[config.mk]
export PLATFORM = sky130hd
export DESIGN_NAME = integer_nth_root
export DESIGN_NICKNAME = d
export VERILOG_FILES = /design/src/hw/rtl/inr_pkg.sv /design/src/hw/rtl/inr_ctrl.sv /design/src/hw/rtl/inr_datapath.sv /design/src/hw/rtl/integer_nth_root.sv
export SDC_FILE = /design/constraint.sdc
export NUM_CORES = 2
export LEC_CHECK = 0
export ABC_AREA = 1
export BUFFER_PORTS_ARGS = -buffer_cell sky130_fd_sc_hd__buf_2
export CAP_MARGIN = 30
export CORE_AREA = 2 2 439 223
export DETAILED_ROUTE_END_ITERATION = 16
export DIE_AREA = 0 0 441 225
export PLACE_DENSITY_LB_ADDON = 0.3
export SLEW_MARGIN = 40
export SYNTH_ARGS = -nofsm -noshare
export SYNTH_HDL_FRONTEND = slang
export SYNTH_SLANG_ARGS = --single-unit
[constraint.sdc]
create_clock -name clk -period 9.7 [get_ports clk]
set_input_delay 1.94 -clock clk [delete_from_list [all_inputs] [get_ports clk]]
set_output_delay 1.94 -clock clk [all_outputs]
set_load 0.1 [all_outputs]
[src/hw/rtl/inr_pkg.sv]
`default_nettype none
package inr_pkg;

  localparam int WORD_BITS = 64;
  localparam int ROOT_BITS = (WORD_BITS + 1) / 2;
  localparam int BIT_W     = $clog2(ROOT_BITS);
  localparam int MUL_W     = 2 * ROOT_BITS;
  localparam int PROD_W    = 3 * ROOT_BITS;
  localparam int VALUE_W   = 64;
  localparam int DEG_W     = 8;
  localparam int RESULT_W  = 64;
  localparam int IN_W      = ((VALUE_W + DEG_W + 7) / 8) * 8;
  localparam int OUT_W     = ((RESULT_W + 7) / 8) * 8;

  typedef enum logic [2:0] {
    ST_IDLE,
    ST_SETUP,
    ST_BIT_START,
    ST_MUL_LO,
    ST_MUL_HI,
    ST_CHECK,
    ST_FINISH
  } state_t;

  typedef struct packed {
    logic load;
    logic init;
    logic start_bit;
    logic mul_lo;
    logic mul_hi;
    logic step_ok;
    logic keep_bit;
    logic next_bit;
    logic out_load;
  } cmd_t;

  typedef struct packed {
    logic trivial;
    logic over;
    logic cnt_last;
    logic bit_zero;
    logic out_free;
  } status_t;

endpackage
`default_nettype wire

[src/hw/rtl/inr_ctrl.sv]
`default_nettype none
module inr_ctrl (
  input  wire logic             clk,
  input  wire logic             rst,
  input  wire logic             s_tvalid,
  output logic                  s_tready,
  input  wire inr_pkg::status_t sts,
  output inr_pkg::cmd_t         cmd
);
  import inr_pkg::*;

  state_t state;
  state_t state_next;
  logic   resolved;

  assign resolved = sts.over || sts.cnt_last;

  always_ff @(posedge clk) begin
    if (rst) begin
      state <= ST_IDLE;
    end else begin
      state <= state_next;
    end
  end

  always_comb begin
    state_next = state;
    case (state)
      ST_IDLE: begin
        if (s_tvalid) state_next = ST_SETUP;
      end
      ST_SETUP: begin
        state_next = sts.trivial ? ST_FINISH : ST_BIT_START;
      end
      ST_BIT_START: state_next = ST_MUL_LO;
      ST_MUL_LO:    state_next = ST_MUL_HI;
      ST_MUL_HI:    state_next = ST_CHECK;
      ST_CHECK: begin
        if (resolved) begin
          state_next = sts.bit_zero ? ST_FINISH : ST_BIT_START;
        end else begin
          state_next = ST_MUL_LO;
        end
      end
      ST_FINISH: begin
        if (sts.out_free) state_next = ST_IDLE;
      end
      default: state_next = ST_IDLE;
    endcase
  end

  always_comb begin
    cmd      = '0;
    s_tready = 1'b0;
    case (state)
      ST_IDLE: begin
        s_tready = 1'b1;
        cmd.load = s_tvalid;
      end
      ST_SETUP:     cmd.init = 1'b1;
      ST_BIT_START: cmd.start_bit = 1'b1;
      ST_MUL_LO:    cmd.mul_lo = 1'b1;
      ST_MUL_HI:    cmd.mul_hi = 1'b1;
      ST_CHECK: begin
        cmd.step_ok  = !sts.over;
        cmd.keep_bit = !sts.over && sts.cnt_last;
        cmd.next_bit = resolved && !sts.bit_zero;
      end
      ST_FINISH:    cmd.out_load = sts.out_free;
      default: begin
        cmd      = '0;
        s_tready = 1'b0;
      end
    endcase
  end

endmodule
`default_nettype wire

[src/hw/rtl/inr_datapath.sv]
`default_nettype none
module inr_datapath (
  input  wire logic                       clk,
  input  wire logic                       rst,
  input  wire logic [inr_pkg::IN_W-1:0]   s_tdata,
  input  wire inr_pkg::cmd_t              cmd,
  output inr_pkg::status_t                sts,
  output logic                            m_tvalid,
  input  wire logic                       m_tready,
  output logic [inr_pkg::OUT_W-1:0]       m_tdata
);
  import inr_pkg::*;

  logic [WORD_BITS-1:0] v;
  logic [DEG_W-1:0]     deg;
  logic [ROOT_BITS-1:0] r;
  logic [BIT_W-1:0]     bitidx;
  logic [WORD_BITS-1:0] acc;
  logic [DEG_W-1:0]     cnt;
  logic [MUL_W-1:0]     plo;
  logic [MUL_W-1:0]     phi;

  logic [ROOT_BITS-1:0] cand;
  logic [ROOT_BITS-1:0] mul_a;
  logic [MUL_W-1:0]     mprod;
  logic [PROD_W-1:0]    prod;
  logic                 trivial;
  logic [RESULT_W-1:0]  triv_val;

  assign cand  = r | (ROOT_BITS'(1) << bitidx);
  assign mul_a = cmd.mul_hi ? ROOT_BITS'(acc[WORD_BITS-1:ROOT_BITS])
                            : acc[ROOT_BITS-1:0];
  assign mprod = MUL_W'(mul_a) * MUL_W'(cand);
  assign prod  = {phi, ROOT_BITS'(0)} + PROD_W'(plo);

  assign trivial = (v == '0) || (deg <= DEG_W'(1)) || (deg >= DEG_W'(WORD_BITS));

  always_comb begin
    if (v == '0 || deg == '0) begin
      triv_val = '0;
    end else if (deg == DEG_W'(1)) begin
      triv_val = RESULT_W'(v);
    end else begin
      triv_val = RESULT_W'(1);
    end
  end

  assign sts.trivial  = trivial;
  assign sts.over     = prod > PROD_W'(v);
  assign sts.cnt_last = cnt == DEG_W'(1);
  assign sts.bit_zero = bitidx == '0;
  assign sts.out_free = !m_tvalid || m_tready;

  always_ff @(posedge clk) begin
    if (cmd.load) begin
      v   <= s_tdata[WORD_BITS-1:0];
      deg <= s_tdata[VALUE_W +: DEG_W];
    end
    if (cmd.init) begin
      r      <= '0;
      bitidx <= BIT_W'(ROOT_BITS - 1);
    end
    if (cmd.start_bit) begin
      acc <= WORD_BITS'(1);
      cnt <= deg;
    end
    if (cmd.mul_lo) plo <= mprod;
    if (cmd.mul_hi) phi <= mprod;
    if (cmd.step_ok) begin
      acc <= prod[WORD_BITS-1:0];
      cnt <= cnt - DEG_W'(1);
    end
    if (cmd.keep_bit) r <= cand;
    if (cmd.next_bit) bitidx <= bitidx - BIT_W'(1);
    if (cmd.out_load) m_tdata <= trivial ? OUT_W'(triv_val) : OUT_W'(r);
  end

  always_ff @(posedge clk) begin
    if (rst) begin
      m_tvalid <= 1'b0;
    end else if (cmd.out_load) begin
      m_tvalid <= 1'b1;
    end else if (m_tready) begin
      m_tvalid <= 1'b0;
    end
  end

endmodule
`default_nettype wire

[src/hw/rtl/integer_nth_root.sv]
// Zero value, degree 0, degree 1 or degree >= 64 take a short path; otherwise each of
// the 32 result bits is tried with k <= degree multiplies before the candidate bit is
// kept or dropped (one shared 32x32 multiplier, two passes per 64x32 product, then an
// add-and-compare step).
// Throughput: one transaction at a time; the next is taken once the result is queued.
// Reset: synchronous, active high; clears the controller and the output valid.
`default_nettype none
module integer_nth_root (
  input  wire logic                     clk,
  input  wire logic                     rst,
  input  wire logic                     s_tvalid,
  output logic                          s_tready,
  input  wire logic [inr_pkg::IN_W-1:0] s_tdata,  // value[63:0], root_degree[71:64]
  output logic                          m_tvalid,
  input  wire logic                     m_tready,
  output logic [inr_pkg::OUT_W-1:0]     m_tdata   // root_result[63:0]
);
  import inr_pkg::*;

  cmd_t    cmd;
  status_t sts;

  inr_ctrl u_ctrl (
    .clk      (clk),
    .rst      (rst),
    .s_tvalid (s_tvalid),
    .s_tready (s_tready),
    .sts      (sts),
    .cmd      (cmd)
  );

  inr_datapath u_dp (
    .clk      (clk),
    .rst      (rst),
    .s_tdata  (s_tdata),
    .cmd      (cmd),
    .sts      (sts),
    .m_tvalid (m_tvalid),
    .m_tready (m_tready),
    .m_tdata  (m_tdata)
  );

  a_lo_then_hi: assert property (@(posedge clk) disable iff (rst)
    cmd.mul_lo |=> cmd.mul_hi) else $error("high partial product did not follow low");

  a_hi_then_check: assert property (@(posedge clk) disable iff (rst)
    cmd.mul_hi |=> (cmd.step_ok || cmd.next_bit || !s_tready))
    else $error("compare did not follow high partial product");

  a_one_at_a_time: assert property (@(posedge clk) disable iff (rst)
    (s_tvalid && s_tready) |=> !s_tready) else $error("second transaction taken while busy");

  a_load_when_free: assert property (@(posedge clk) disable iff (rst)
    cmd.out_load |-> (!m_tvalid || m_tready)) else $error("result overwrote pending output");

endmodule
`default_nettype wire
After elaboration in Yosys (flattened, before gate mapping) --
Index checks and enable logic that the tools add are counted.
Storage, ports and cells: output and inout port bits 66, bits in registers 377
Cells by class: multipliers 1, shift-type cells 1, eq/ne operators 10, reduce and logical (&&, ||, !) cells 20, magnitude comparators 3, add/subtract/negate cells 3, mux-type cells 28, bitwise operators 3
Operators with widths (count):
- two-way mux 32 bit | 6
- two-way mux 64 bit | 2
- adder 96 x 64 -> 96 bit | 1
- greater-than comparator 96 x 64 -> 1 bit | 1
- zero test 64 bit | 1
- multiplier 32 x 32 -> 64 bit | 1
- OR 32 bit | 1
- << shifter 1 x 5 -> 32 bit, first input constant | 1
- one-hot mux 3 bit (7 select lines) | 1
- two-way mux 3 bit | 6
- equality test 8 x 1 -> 1 bit, second input constant | 2
- two-way mux 8 bit | 2
- two-way mux 5 bit | 2
- equality test 3 bit, second input constant | 3
- two-way mux 1 bit | 9
- greater-or-equal comparator 8 x 7 -> 1 bit, second input constant | 1
- <= comparator 8 x 1 -> 1 bit, second input constant | 1
- zero test 8 bit | 1
- nonzero test 2 bit | 4
- subtractor 8 x 1 -> 8 bit, second input constant | 1
- equality test 3 x 2 -> 1 bit, second input constant | 2
- zero test 5 bit | 1
- logical OR 1 bit | 5
- subtractor 5 x 1 -> 5 bit, second input constant | 1
- 9 further kinds | 13

Longest topological paths before layout --
depth in word-level cells 6, gate-level depth with buffers 38, gate-level depth less buffers 35

Hierarchy --
From an unflattened synthesis, not the netlist that was laid out.
Second synthesis, totals: cells, all modules 5997, area, all modules 52013.6 µm²
Modules (own cells, without submodules):
- inr_datapath | cells each 5951, instances 1, sequential area each 11220.8 µm², area an instance 51740.9 µm²
- inr_ctrl | cells each 46, instances 1, sequential area each 60.1 µm², area an instance 272.8 µm²

Worst setup path after synthesis --
OpenSTA, ideal clock, no wires.
path type input to register, start point input m_tready, end point register u_dp.m_tdata[0] (netlist bit) (enable), required time 9.056 ns, setup time 0.644 ns, cell stages on the path 2, arrival time 8.051 ns, slack 1.005 ns, cell sequence nor2_1 > nor4_1
RTL lines:
- start: declaration | line integer_nth_root.sv:15 | input wire logic m_tready,
- end signal: assignment | line inr_datapath.sv:75 | if (cmd.out_load) m_tdata <= trivial ? OUT_W'(triv_val) : OUT_W'(r);
- end: declaration | line inr_datapath.sv:10 | output logic [inr_pkg::OUT_W-1:0] m_tdata

Final worst setup path --
start point register u_ctrl.state[0], end point register u_dp.phi[37], data pin
On the way: cells in the longest elaborated chain, start to end 4
RTL lines:
- start: declaration | line inr_ctrl.sv:12 | state_t state;
- start signal: assignment | line inr_ctrl.sv:22 | state <= state_next;
- equality test 3 bit | line inr_ctrl.sv:55 | case (state)
- two-way mux 1 bit | line inr_ctrl.sv:55
- two-way mux 32 bit | line inr_datapath.sv:31 | assign mul_a = cmd.mul_hi ? ROOT_BITS'(acc[WORD_BITS-1:ROOT_BITS])
- multiplier 32 x 32 -> 64 bit | line inr_datapath.sv:33 | assign mprod = MUL_W'(mul_a) * MUL_W'(cand);
- via u_dp.mprod[37] | line inr_datapath.sv:25 | logic [MUL_W-1:0] mprod;
- end signal: assignment | line inr_datapath.sv:68 | if (cmd.mul_hi) phi <= mprod;
- end: declaration | line inr_datapath.sv:21 | logic [MUL_W-1:0] phi;
The timed path passes the listed nets, and every way through them passes these cells. A chain may end at the register's enable or synchronous reset.

==> results.py <==
metrics = {
    "final_layout": {
        "multi_input_area_um2": 34700,
        "area_delta_synth_final_pct": 8.39,
        "drive_above_1_share_pct": 7.64,
        "n_fill_cell": 8290,
        "register_area_um2": 11300,
        "layout_commonest_cell": "inv_1",
        "nNetsFinal": 7550,
        "final_cell_mix": "inv_1, nand2_1, fa_1",
    },
    "die": {
        "pin_count": 142,
        "rows": 80,
        "start_util_pct": 54.9,
        "die_h_um": 225,
        "die_w_um": 441,
        "fp.coreArea_um2": 95000,
        "dieArea_um2": 99200,
    },
    "cts": {
        "worstSkewPairLatency_ns": 0.59,
        "cts_tree": "done",
        "numCtsBuffers": 42,
        "h-tree-depth": 2,
        "cts.sinks": 377,
        "clkTransAtPathRegs_ns": 0.06,
        "clk_path_buf_depth": 3,
        "cts_root_buf": "clkbuf_16",
    },
    "timing": {
        "final.setup.tns_ns": 0,
        "rsz0062_at_grt": "no",
        "worst_pin_slew_ns": 0.931,
        "fin_skew_ns": 0.0270,
        "period_needed_ns": 9.44,
        "fin_crit_sh_pct": 97.3,
        "hold_viol": 0,
        "setup_violations": 0,
        "fmax_ghz": 0.106,
        "slew_headroom_pct": 37.5,
        "slew_violations": 0,
    },
    "grt": {
        "grt_pass1_wl_um": 278000,
        "overflow": 0,
        "grt_pass1_vias": 44300,
        "grt_max_degree": 80,
        "antenna_found_initial": 2,
        "track_usage_pct": 38.6,
    },
    "worst_setup_path": {
        "cp.required_ns": 10.00,
        "crit_fanout": 53,
        "start_kind": "flip-flop",
        "critical_path_class": "reg2reg",
        "cp.arrival_ns": 9.74,
        "worstSetupEndpointType": "flip-flop",
    },
    "route": {
        "wl_met3_um": 30100,
        "wl_met1_um": 72300,
        "firstDrtPassIters": 8,
        "viasPerCell": 5.77,
        "drc": 0,
        "drt_iter0_drc": 5314,
        "top_layer": "met5",
        "drt-total-wl_um": 189000,
        "wl_per_cell_um": 25.2,
        "vias": 43400,
        "wl_met2_um": 76800,
        "ant_nets": 0,
    },
    "synthesis": {
        "synth_top_family_by_area": "adder cells",
        "synthArstFlopShare_pct": 0,
        "syn_area_um2": 52200,
        "synthMuxAreaShare_pct": 0,
        "synthesis.nets": 7388,
        "synth_ff_type": "edfxtp_1",
        "synth_simple_gate_area_share_pct": 17.3,
        "synth_top_cell_area_share_pct": 34.4,
        "synthDistinctLibCells": 52,
        "synth-edff-count": 373,
        "synth_warnings": 0,
        "ys_ff_latch": 377,
        "synth_compound_area_share_pct": 3.82,
        "yosysTopAreaCell": "fa_1",
        "synthAdderAreaFrac_pct": 43.2,
        "ys_seq_area_share_pct": 21.6,
        "synthXorXnorAreaFrac_pct": 1.73,
        "yosys-top-cells-area": "fa_1, edfxtp_1, inv_1",
        "syn_inst": 6049,
        "postSynthAreaPerCell_um2": 8.63,
    },
    "min_path": {
        "min_path_type": "reg2reg",
    },
    "outcome": {
        "status": "complete, no violations",
    },
    "run": {
        "max_cap_viol_count": 0,
    },
    "place": {
        "io_buffers": 141,
        "hpwl_um": 155000,
        "gp_congestion": 1.07,
    },
}
-- what timing repair did --
item | 4_1_cts | 5_1_grt
hold buffers | 0 | 0
setup buffers | 0 | 3
gates resized for setup | 0 | 2
setup endpoints to repair | 0 | 36
-- worst max-delay path: stages, from the launching register on --
cell	delay (ns)
dfxtp_1	0.36
nor2_1	0.17
nand2_2	0.22
buf_12	0.26
o21ai_1	0.71
clkinv_1	0.39
buf_4	0.36
nor2_1	0.18
fa_1	0.46
fa_1	0.57
inv_1	0.09
fa_1	0.48
fa_1	0.55
inv_1	0.06
fa_1	0.57
fa_1	0.43
fa_1	0.51
fa_1	0.44
ha_1	0.43
a21oi_1	0.29
inv_1	0.11
a21oi_1	0.14
inv_1	0.07
a21oi_1	0.11
o21ai_0	0.09
a21oi_1	0.35
o21ai_0	0.16
xor2_1	0.55
-- state kept, by name, summed over array words and instances (netlist names) --
signal,flops
u_ctrl.state,3
u_dp.acc,64
u_dp.bitidx,5
u_dp.cnt,8
u_dp.deg,8
u_dp.m_tdata,64
u_dp.m_tvalid,1
u_dp.phi,64
u_dp.plo,64
u_dp.r,32
u_dp.v,64
-- synth_stat cells, types with 16 or more instances --
| master | n |
|---|---|
| a21oi_1 | 167 |
| a31oi_1 | 25 |
| clkbuf_1 | 177 |
| clkinv_1 | 21 |
| edfxtp_1 | 373 |
| fa_1 | 897 |
| ha_1 | 366 |
| inv_1 | 1471 |
| inv_2 | 18 |
| nand2_1 | 1129 |
| nand3_1 | 122 |
| nand4_1 | 45 |
| nor2_1 | 820 |
| nor3_1 | 44 |
| nor4_1 | 16 |
| o21ai_0 | 94 |
| o21ai_1 | 36 |
| xnor2_1 | 36 |
| xor2_1 | 67 |
-- path summary, 6_finish.rpt --
path	slack [ns]	end	start	cells past startpoint
max reg2reg	0.26	u_dp.phi[37]$_DFFE_PP_	u_ctrl.state[0]$_SDFFE_PP0P_	27
min	0.56	u_dp.cnt[3]$_DFFE_PP_	u_dp.deg[3]$_DFFE_PP_	2
min reg2reg	0.56	u_dp.cnt[3]$_DFFE_PP_	u_dp.deg[3]$_DFFE_PP_	2
max	0.26	u_dp.phi[37]$_DFFE_PP_	u_ctrl.state[0]$_SDFFE_PP0P_	27
-- per-layer routing --
metal  track usage, %  up-vias
met5                0        -
met3             13.9      598
li1                 -    18400
met2             55.1     3117
met4             16.7        2
met1             53.2    21300
-- cell families after synthesis --
logic type / count (synthesis)
simple gates: 2238
fa+ha+maj: 1263
compound gates: 369
flops: 377
buf+inv: 1699
xor+xnor: 103
-- per-stage QoR --
stage               util [%]  area [um^2]  worst slack (ns)  hold WS, ns  instances
floorplan                  -        52200              1.01        0.495       6049
global placement        58.0        55100             0.577        0.537       7435
detailed placement      58.0        55100             0.563        0.541       7435
CTS                     59.5        56500             0.541        0.557       7511
global route            59.5        56600            0.0113        0.598       7514
finish                  59.5        56600             0.262        0.558       7519
-- area by class of cell --
| type | instances | share of cell area [%] |
|---|---|---|
| Timing Repair Buffer | 306 | 3.49 |
| Tap cell | 1271 | 2.81 |
| Inverter | 1511 | 10.1 |
| Multi-Input combinational cell | 3973 | 61.3 |
| Clock inverter | 21 | 0.438 |
| Antenna cell | 5 | 0.0221 |
| Clock buffer | 55 | 1.98 |
| Sequential cell | 377 | 19.9 |
Power is not shown: default switching activity piles up to over one toggle a cycle in this logic, so the estimate is an artifact.
